[config.mk]
export PLATFORM = sky130hd
export DESIGN_NAME = window_average_min_max
export DESIGN_NICKNAME = d
export VERILOG_FILES = /design/src/design/wam_pkg.sv /design/src/design/wam_ram.sv /design/src/design/wam_div.sv /design/src/design/window_average_min_max.sv
export SDC_FILE = /design/constraint.sdc
export NUM_CORES = 2
export LEC_CHECK = 0
export CAP_MARGIN = 20
export CORE_UTILIZATION = 55
export DETAILED_ROUTE_END_ITERATION = 10
export DONT_BUFFER_PORTS = 1
export PLACE_DENSITY_LB_ADDON = 0.1
export SYNTH_ARGS = -nofsm -noshare
export SYNTH_HDL_FRONTEND = slang
export SYNTH_HIERARCHICAL = 1
export SYNTH_SLANG_ARGS = --single-unit
[constraint.sdc]
create_clock -name clock -period 19.31 [get_ports clock]
set_input_delay 3.862 -clock clock [delete_from_list [all_inputs] [get_ports clock]]
set_output_delay 3.862 -clock clock [all_outputs]
set_load 0.01 [all_outputs]
[src/design/wam_pkg.sv]
package wam_pkg;

   localparam int WINDOW         = 64;
   localparam int SAMPLE_W       = 32;
   localparam int SAMPLE_COUNT_W = 7;
   localparam int POS_W          = (WINDOW > 1) ? $clog2(WINDOW) : 1;
   localparam int CNT_W          = $clog2(WINDOW + 1);
   localparam int SUM_W          = SAMPLE_W + $clog2(WINDOW);
   localparam int DIV_CNT_W      = $clog2(SUM_W + 1);

   typedef enum logic {
      REQ_SAMPLE = 1'b0,
      REQ_CLEAR  = 1'b1
   } req_kind_type;

   typedef enum logic [2:0] {
      ST_IDLE,
      ST_UPDATE,
      ST_DIV_START,
      ST_DIV_WAIT,
      ST_OUT
   } state_type;

endpackage

[src/design/wam_ram.sv]
module wam_ram #(
   parameter int WIDTH = 32,
   parameter int DEPTH = 64,
   parameter int ADDR_W = (DEPTH > 1) ? $clog2(DEPTH) : 1
) (
   input  logic              clock,
   input  logic              wr_en,
   input  logic [ADDR_W-1:0] wr_addr,
   input  logic [WIDTH-1:0]  wr_data,
   input  logic              rd_en,
   input  logic [ADDR_W-1:0] rd_addr,
   output logic [WIDTH-1:0]  rd_data
);

   logic [WIDTH-1:0] mem_ff [DEPTH];
   logic [WIDTH-1:0] rd_data_ff;

   always_ff @(posedge clock) begin
      if (wr_en) begin
         mem_ff[wr_addr] <= wr_data;
      end
      if (rd_en) begin
         rd_data_ff <= mem_ff[rd_addr];
      end
   end

   assign rd_data = rd_data_ff;

endmodule

[src/design/wam_div.sv]
module wam_div (
   input  logic                       clock,
   input  logic                       reset,
   input  logic                       start,
   input  logic [wam_pkg::SUM_W-1:0]  dividend,
   input  logic [wam_pkg::CNT_W-1:0]  divisor,
   output logic                       done,
   output logic [wam_pkg::SUM_W-1:0]  quotient
);

   import wam_pkg::*;

   logic                 busy_ff, busy_in;
   logic                 done_ff, done_in;
   logic [DIV_CNT_W-1:0] cnt_ff, cnt_in;
   logic [CNT_W-1:0]     rem_ff, rem_in;
   logic [SUM_W-1:0]     quo_ff, quo_in;
   logic [CNT_W-1:0]     divisor_ff, divisor_in;
   logic [CNT_W:0]       shifted;
   logic                 fits;

   // restoring division, one quotient bit per cycle, MSB first
   assign shifted = {rem_ff, quo_ff[SUM_W-1]};
   assign fits    = shifted >= {1'b0, divisor_ff};

   always_comb begin
      busy_in    = busy_ff;
      done_in    = 1'b0;
      cnt_in     = cnt_ff;
      rem_in     = rem_ff;
      quo_in     = quo_ff;
      divisor_in = divisor_ff;
      if (start) begin
         busy_in    = 1'b1;
         cnt_in     = DIV_CNT_W'(SUM_W);
         rem_in     = '0;
         quo_in     = dividend;
         divisor_in = divisor;
      end else if (busy_ff) begin
         rem_in = fits ? CNT_W'(shifted - {1'b0, divisor_ff}) : CNT_W'(shifted);
         quo_in = {quo_ff[SUM_W-2:0], fits};
         cnt_in = cnt_ff - 1'b1;
         if (cnt_ff == DIV_CNT_W'(1)) begin
            busy_in = 1'b0;
            done_in = 1'b1;
         end
      end
   end

   always_ff @(posedge clock) begin
      if (reset) begin
         busy_ff <= 1'b0;
         done_ff <= 1'b0;
         cnt_ff  <= '0;
      end else begin
         busy_ff <= busy_in;
         done_ff <= done_in;
         cnt_ff  <= cnt_in;
      end
      rem_ff     <= rem_in;
      quo_ff     <= quo_in;
      divisor_ff <= divisor_in;
   end

   assign done     = done_ff;
   assign quotient = quo_ff;

endmodule

[src/design/window_average_min_max.sv]
// Moving-average statistics over elapsed-time samples. Each request either
// records a sample or clears all statistics, and returns one response with the
// truncated window average, the min and max since the last clear, and the
// number of samples held (saturating at the window size). The last WINDOW
// samples live in a one-port-read/one-port-write RAM; when the window is full
// the oldest entry is read back and removed from the running sum. A sample
// request steps through ST_UPDATE, ST_DIV_START, ST_DIV_WAIT and ST_OUT, and
// stays in ST_DIV_WAIT while the bit-serial divider forms the average; its
// response is registered as the block leaves ST_OUT, which waits until the
// response register is free. A clear goes straight from ST_IDLE to ST_OUT.
// A new request is taken while the previous response still waits on rsp_ready.
// The sample RAM needs no clearing after reset.
module window_average_min_max (
   input  logic                                 clock,
   input  logic                                 reset,
   input  logic                                 req_valid,
   output logic                                 req_ready,
   input  logic                                 req_kind,
   input  logic [wam_pkg::SAMPLE_W-1:0]         req_sample,
   output logic                                 rsp_valid,
   input  logic                                 rsp_ready,
   output logic [wam_pkg::SAMPLE_W-1:0]         rsp_average,
   output logic [wam_pkg::SAMPLE_W-1:0]         rsp_min_seen,
   output logic [wam_pkg::SAMPLE_W-1:0]         rsp_max_seen,
   output logic [wam_pkg::SAMPLE_COUNT_W-1:0]   rsp_sample_count
);

   import wam_pkg::*;

   localparam logic [POS_W-1:0] LAST_POS = POS_W'(WINDOW - 1);
   localparam logic [CNT_W-1:0] FULL_CNT = CNT_W'(WINDOW);

   state_type state_ff, state_in;

   logic [SAMPLE_W-1:0] sample_ff, sample_in;
   logic [POS_W-1:0]    pos_ff, pos_in;
   logic [CNT_W-1:0]    count_ff, count_in;
   logic [SUM_W-1:0]    sum_ff, sum_in;
   logic [SAMPLE_W-1:0] largest_ff, largest_in;
   logic [SAMPLE_W-1:0] smallest_ff, smallest_in;

   logic                      rsp_valid_ff, rsp_valid_in;
   logic [SAMPLE_W-1:0]       rsp_average_ff, rsp_average_in;
   logic [SAMPLE_W-1:0]       rsp_min_ff, rsp_min_in;
   logic [SAMPLE_W-1:0]       rsp_max_ff, rsp_max_in;
   logic [SAMPLE_COUNT_W-1:0] rsp_count_ff, rsp_count_in;

   logic                accept;
   logic                do_clear;
   logic                do_update;
   logic                div_start;
   logic                out_load;
   logic                out_free;
   logic                full;
   logic [SAMPLE_W-1:0] ring_rd_data;
   logic                div_done;
   logic [SUM_W-1:0]    div_quotient;

   assign accept   = req_valid && req_ready;
   assign out_free = !rsp_valid_ff || rsp_ready;
   assign full     = count_ff >= FULL_CNT;

   wam_ram #(
      .WIDTH (SAMPLE_W),
      .DEPTH (WINDOW)
   ) u_ring (
      .clock   (clock),
      .wr_en   (do_update),
      .wr_addr (pos_ff),
      .wr_data (sample_ff),
      .rd_en   (accept),
      .rd_addr (pos_ff),
      .rd_data (ring_rd_data)
   );

   wam_div u_div (
      .clock    (clock),
      .reset    (reset),
      .start    (div_start),
      .dividend (sum_ff),
      .divisor  (count_ff),
      .done     (div_done),
      .quotient (div_quotient)
   );

   // next state
   always_comb begin
      state_in = state_ff;
      unique case (state_ff)
         ST_IDLE: begin
            if (req_valid) begin
               state_in = (req_kind == REQ_CLEAR) ? ST_OUT : ST_UPDATE;
            end
         end
         ST_UPDATE:    state_in = ST_DIV_START;
         ST_DIV_START: state_in = ST_DIV_WAIT;
         ST_DIV_WAIT: begin
            if (div_done) begin
               state_in = ST_OUT;
            end
         end
         ST_OUT: begin
            if (out_free) begin
               state_in = ST_IDLE;
            end
         end
         default: state_in = ST_IDLE;
      endcase
   end

   // state outputs
   always_comb begin
      req_ready = 1'b0;
      do_update = 1'b0;
      div_start = 1'b0;
      out_load  = 1'b0;
      unique case (state_ff)
         ST_IDLE:      req_ready = 1'b1;
         ST_UPDATE:    do_update = 1'b1;
         ST_DIV_START: div_start = 1'b1;
         ST_DIV_WAIT:  ;
         ST_OUT:       out_load  = out_free;
         default:      ;
      endcase
   end

   assign do_clear = accept && (req_kind == REQ_CLEAR);

   // statistics update; RAM read data is the oldest sample in ST_UPDATE
   always_comb begin
      sample_in   = accept ? req_sample : sample_ff;
      pos_in      = pos_ff;
      count_in    = count_ff;
      sum_in      = sum_ff;
      largest_in  = largest_ff;
      smallest_in = smallest_ff;
      if (do_clear) begin
         pos_in      = '0;
         count_in    = '0;
         sum_in      = '0;
         largest_in  = '0;
         smallest_in = '1;
      end else if (do_update) begin
         sum_in = sum_ff - (full ? SUM_W'(ring_rd_data) : '0) + SUM_W'(sample_ff);
         if (sample_ff > largest_ff) begin
            largest_in = sample_ff;
         end
         if (sample_ff < smallest_ff) begin
            smallest_in = sample_ff;
         end
         pos_in = (pos_ff == LAST_POS) ? '0 : pos_ff + 1'b1;
         if (!full) begin
            count_in = count_ff + 1'b1;
         end
      end
   end

   always_comb begin
      rsp_valid_in   = out_load ? 1'b1 : (rsp_ready ? 1'b0 : rsp_valid_ff);
      rsp_average_in = rsp_average_ff;
      rsp_min_in     = rsp_min_ff;
      rsp_max_in     = rsp_max_ff;
      rsp_count_in   = rsp_count_ff;
      if (out_load) begin
         rsp_average_in = (count_ff == '0) ? '0 : SAMPLE_W'(div_quotient);
         rsp_min_in     = smallest_ff;
         rsp_max_in     = largest_ff;
         rsp_count_in   = SAMPLE_COUNT_W'(count_ff);
      end
   end

   always_ff @(posedge clock) begin
      if (reset) begin
         state_ff     <= ST_IDLE;
         pos_ff       <= '0;
         count_ff     <= '0;
         sum_ff       <= '0;
         largest_ff   <= '0;
         smallest_ff  <= '1;
         rsp_valid_ff <= 1'b0;
      end else begin
         state_ff     <= state_in;
         pos_ff       <= pos_in;
         count_ff     <= count_in;
         sum_ff       <= sum_in;
         largest_ff   <= largest_in;
         smallest_ff  <= smallest_in;
         rsp_valid_ff <= rsp_valid_in;
      end
      sample_ff      <= sample_in;
      rsp_average_ff <= rsp_average_in;
      rsp_min_ff     <= rsp_min_in;
      rsp_max_ff     <= rsp_max_in;
      rsp_count_ff   <= rsp_count_in;
   end

   assign rsp_valid        = rsp_valid_ff;
   assign rsp_average      = rsp_average_ff;
   assign rsp_min_seen     = rsp_min_ff;
   assign rsp_max_seen     = rsp_max_ff;
   assign rsp_sample_count = rsp_count_ff;

endmodule

Word-level counts from Yosys, hierarchy flattened
Memories as Yosys holds them, arrays and structs flattened. A register that Yosys moved wholly into a read port is not among the register bits.
Index checks and enable logic that the tools add are counted.
{ "word_totals": {"ff_bits": 314, "inputBits": 37, "memories": 1, "ramBits": 2048, "wordCells": 80, "output_inout_bits": 105} }
{ "mem_list": {"columns": ["name", "depth", "width", "read_ports", "rd_ports_with_merged_regs", "write_ports", "line", "rtl"], "rows": [
  ["u_ring.mem_ff", 64, 32, 1, 1, 1, "wam_ram.sv:15", "logic [WIDTH-1:0] mem_ff [DEPTH];"]
]} }
{ "classes": {"n_bitwise": 2, "order_cmp": 4, "addsub": 6, "n_eq_ne": 9, "n_reduce_logical": 15, "n_mux": 24} }
{ "op_table": {"columns": ["cell", "count"], "rows": [
  ["$mux 38", 2],
  ["$add 38x32->38", 1],
  ["$sub 38x32->38", 1],
  ["$gt 32x32->1", 1],
  ["$lt 32x32->1", 1],
  ["$mux 32", 1],
  ["$mux 6", 3],
  ["$pmux 3 s5", 1],
  ["$mux 1", 12],
  ["$mux 3", 4],
  ["$ge 8x7->1", 1],
  ["$add 7x1->7 const B", 1],
  ["$ge 7x7->1 const B", 1],
  ["$logic_not 7->1", 1],
  ["$mux 7", 1],
  ["$sub 7x7->7", 1],
  ["$add 6x1->6 const B", 1],
  ["$eq 3x2->1 const B", 2],
  ["$eq 6x1->1 const B", 1],
  ["$eq 6x6->1 const B", 1],
  ["$reduce_and 2->1", 3],
  ["$sub 6x1->6 const B", 1],
  ["$ne 2x2->1 const B", 2],
  ["$reduce_bool 2->1", 2],
  ["other kinds (11)", 14]
]} }

Longest topological paths before layout
{ "depth": {"word_depth": 5, "depth_mapped": 16, "depth_no_buf": 15} }

Modules after synthesis
Netlist, hierarchy kept.
{ "modules_own_cells": {"columns": ["module", "cells_each", "seq_area_each_um2", "area_per_inst_um2", "n_inst"], "rows": [
  ["wam_ram", 3324, 62459.9, 78835.6, 1],
  ["window_average_min_max", 1357, 6436.2, 13645.6, 1],
  ["wam_div", 227, 1651.6, 2987.9, 1]
]} }

Least setup slack after synthesis
No wires, ideal clock.
{ "synth_path": {"kind": "input port to flip-flop", "startpoint": "input port rsp_ready", "endpoint": "register rsp_average_ff[0] (netlist: rsp_average[0]), enable pin", "path_buffers": 0, "path_slack_ps": 10529, "setup_time_ps": 565, "arrival_time_ps": 8216, "required_ps": 18745, "cell_stages": 2, "path_cell_list": "nor2b_1 > nor2_1"} }
{ "synth_via": {"elab_chain_cells": 2} }
{ "synth_lines": {"columns": ["item", "line", "rtl"], "rows": [
  ["start, declared", "window_average_min_max.sv:21", "input logic rsp_ready,"],
  ["$logic_or 1x1->1", "window_average_min_max.sv:60", "assign out_free = !rsp_valid_ff || rsp_ready;"],
  ["$mux 1", "window_average_min_max.sv:117", "unique case (state_ff)"],
  ["net out_load", "window_average_min_max.sv:52", "logic out_load;"],
  ["end signal, assigned", "window_average_min_max.sv:191", "rsp_average_ff <= rsp_average_in;"],
  ["end, declared", "window_average_min_max.sv:43", "logic [SAMPLE_W-1:0] rsp_average_ff, rsp_average_in;"]
]} }
The timed path passes the listed nets, and every way through them passes these cells.
A chain may end at the register's enable or synchronous reset.

==> results.json <==
{
  "p_sw_mw": 2.702,
  "netlist_instances": 4908,
  "top_usage_layer": "met2",
  "cts.sinks": 2394,
  "fillCellCount": 12130,
  "postLayoutCoreUtil": 0.6171,
  "hpwlAfterDp_microns": 142300,
  "regToRegSetupSlack_ns": 13.17,
  "rows": 152,
  "antenna_found_initial": 21,
  "drive_above_1_share": 0.2250,
  "ys_seq_area_frac": 0.7390,
  "p_leak_nw": 33.46,
  "via_per_inst": 6.445,
  "place_area_sq_um": 98780,
  "drv_slew": 0,
  "p_int_mw": 8.707,
  "wl_microns": 249200,
  "io_pins": 142,
  "numCtsBuffers": 233,
  "core-area_sq_um": 171900,
  "drt_iter0_markers": 5957,
  "grtUsageMet1": 0.4090,
  "cts.root.buffer_cell": "clkbuf_16",
  "post_cts_resized": 0,
  "dominantRegCellSynth": "edfxtp_1",
  "pwr-share-seq": 0.522,
  "power_frac_comb": 0.096,
  "skew_ns": 0.03092,
  "dieArea_sq_um": 175300,
  "grt_start_max_net_pins": 98,
  "clock_power_share": 0.382,
  "synth_edf_count": 2260,
  "grt_util_all_layers": 0.2882,
  "grt_pass1_vias": 47810,
  "drt_pass1_iterations": 7,
  "critPathCaptureType": "flip-flop",
  "post-place-cells": 7116,
  "routabilityCongestion": 0.8756,
  "grt_pass1_wl_microns": 353400,
  "ir_drop_v": 0.00007761,
  "swShare": 0.2368,
  "layout.cells.non_filler": 7552,
  "placement.io_buffers": 0,
  "tightestPinTransition_ns": 1.080,
  "finalPower_mw": 11.41,
  "fin_crit_sh": 0.3180,
  "fmax_ghz": 0.1628,
  "drv_cap": 0,
  "post_cts_buffers": 0,
  "ctsHoldBuffers": 0,
  "startpoint_type": "flip-flop",
  "ant_nets": 0,
  "critPathKind": "flip-flop to flip-flop",
  "synth_cell_type_count": 94,
  "slew_headroom": 0.2781,
  "syn_area_per_cell_sq_um": 19.45,
  "die_w_microns": 418.6,
  "die_h_microns": 418.6,
  "arrival_ns": 6.73,
  "yosys_warnings": 6,
  "final-hold-violation-count": 0,
  "clk_pin_slew_ns": 0.06,
  "grt_overflow": 0,
  "fin_nets": 5224,
  "syn_nets": 5091,
  "initial_core_util": 0.5553,
  "hold_class": "flip-flop to flip-flop",
  "clk_path_buf_depth": 3,
  "rsz0062_at_grt": "false",
  "htreeDepth": 4,
  "insertion_delay_ns": 0.86,
  "met3_usage": 0.05309,
  "gr-usage-met2": 0.4566,
  "cts_tree": "done",
  "tns_ns": 0,
  "cp.required_ns": 19.90,
  "drc": 0,
  "synth-seq-cells": 2394,
  "outcome": "completed",
  "cp_max_fo": 88,
  "wl_per_cell_microns": 33.00,
  "power_density_nw_per_um2": 107.5,
  "syn_area_sq_um": 95470,
  "syn2layout_area_growth_pct": 11.13,
  "period_minus_slack_ns": 6.141,
  "vias": 48670,
  "async_flop_share": 0,
  "design_area_sq_um": 106100,
  "setup_viol": 0
}
synth_stat cells, types with 35 or more instances:
library cell	n	area, sq um
clkbuf_1	110	412.9
nand3_1	51	255.2
nand2_1	145	544.3
nor2_1	217	814.5
mux2_2	38	427.9
dfxtp_1	134	2683
ha_1	113	1414
buf_2	73	365.4
a21oi_1	154	770.7
o31ai_1	35	262.8
a21o_1	39	292.8
edfxtp_1	2260	67870
and2_1	64	400.4
inv_1	205	769.5
mux4_2	544	12250
o22ai_1	84	525.5
mux2i_1	93	930.9
power groups by stage:
stage / combinational, mW / sequential (mW) / clock (mW)
2_1_floorplan: 0.740 / 6.07 / 0
3_3_place_gp: 1.08 / 6.06 / 0
3_5_place_dp: 1.09 / 6.06 / 0
4_1_cts: 1.10 / 5.95 / 4.43
5_1_grt: 1.19 / 5.96 / 4.61
6_report: 1.09 / 5.96 / 4.36
sequential cells by signal, summed over array words and instances, names as in the netlist, 32 cells and up:
| name | count |
|---|---|
| u_ring/mem_ff | 2048 |
| sum_ff | 38 |
| u_div/quotient | 38 |
| largest_ff | 32 |
| rsp_average | 32 |
| rsp_max_seen | 32 |
| rsp_min_seen | 32 |
| sample_ff | 32 |
| smallest_ff | 32 |
| u_ring/rd_data | 32 |
final timing paths:
| check | start | endpoint | cells after the start |
|---|---|---|---|
| worst max-delay path | pos_ff[0] | u_ring/rd_data[30] | 10 |
| worst min-delay path | largest_ff[30] | rsp_max_seen[30] | 0 |
| worst max register to register | pos_ff[0] | u_ring/rd_data[30] | 10 |
| worst min register to register | largest_ff[30] | rsp_max_seen[30] | 0 |
cell families after synthesis:
| logic type | after synthesis | share of synthesized area |
|---|---|---|
| fa+ha+maj | 146 | 0.02173 |
| xor+xnor | 47 | 0.004312 |
| flops | 2394 | 0.7390 |
| mux | 675 | 0.1426 |
| compound gates | 524 | 0.03677 |
| simple gates | 658 | 0.03352 |
| buf+inv | 464 | 0.02214 |
placed cells by master (no fill, tap or decap), drive strengths merged, types with 34 or more instances in the layout:
cell	netlist	layout
mux4	544	544
a21oi	155	155
buf	138	155
clkbuf	119	284
dfxtp	134	134
and2	66	66
nand4	34	34
ha	113	113
nand3	53	53
o31ai	37	37
mux2	38	38
o21ai	38	38
edfxtp	2260	2260
o211ai	35	35
nor2	217	217
a21o	41	41
o22ai	84	84
clkinv	2	121
nand2	147	147
inv	205	211
mux2i	93	93
layout make-up:
cell class                 instances  area [sq um]  area share
tap                             2310          2890     0.02724
clock buffer                     284          6181     0.05826
antenna                            6         15.01   0.0001415
sequential                      2394         70560      0.6651
timing repair buffer             155          1201     0.01132
multi-input combinational       2050         23340      0.2200
inverter                         207         777.0    0.007324
clock inverter                   146          1117     0.01053
stage by stage:
step                      setup WS [ns]  hold WS [ns]
final                             13.17        0.4283
after floorplan                   10.53        0.4082
after global placement            12.95        0.4169
after detailed placement          12.92        0.4148
after global routing              12.67        0.4339
after CTS                         12.92        0.4292
worst max-delay path: stages, from the launching register on:
cell and delay, ns:
dfxtp_4 0.77, buf_12 0.61, buf_4 0.73, buf_4 0.70, buf_4 0.70, buf_4 0.73
mux4_2 0.59, o22ai_1 0.25, nor2_1 0.17, a21oi_1 0.33, nor2_1 0.09
routing by layer:
layer / routed length [microns] / vias up
met5: 82 / -
met4: 7830 / 10
met3: 22010 / 394
met2: 119200 / 2269
met1: 100100 / 25870
li1: - / 20130
No activity file was read; power rests on OpenSTA's default activity.
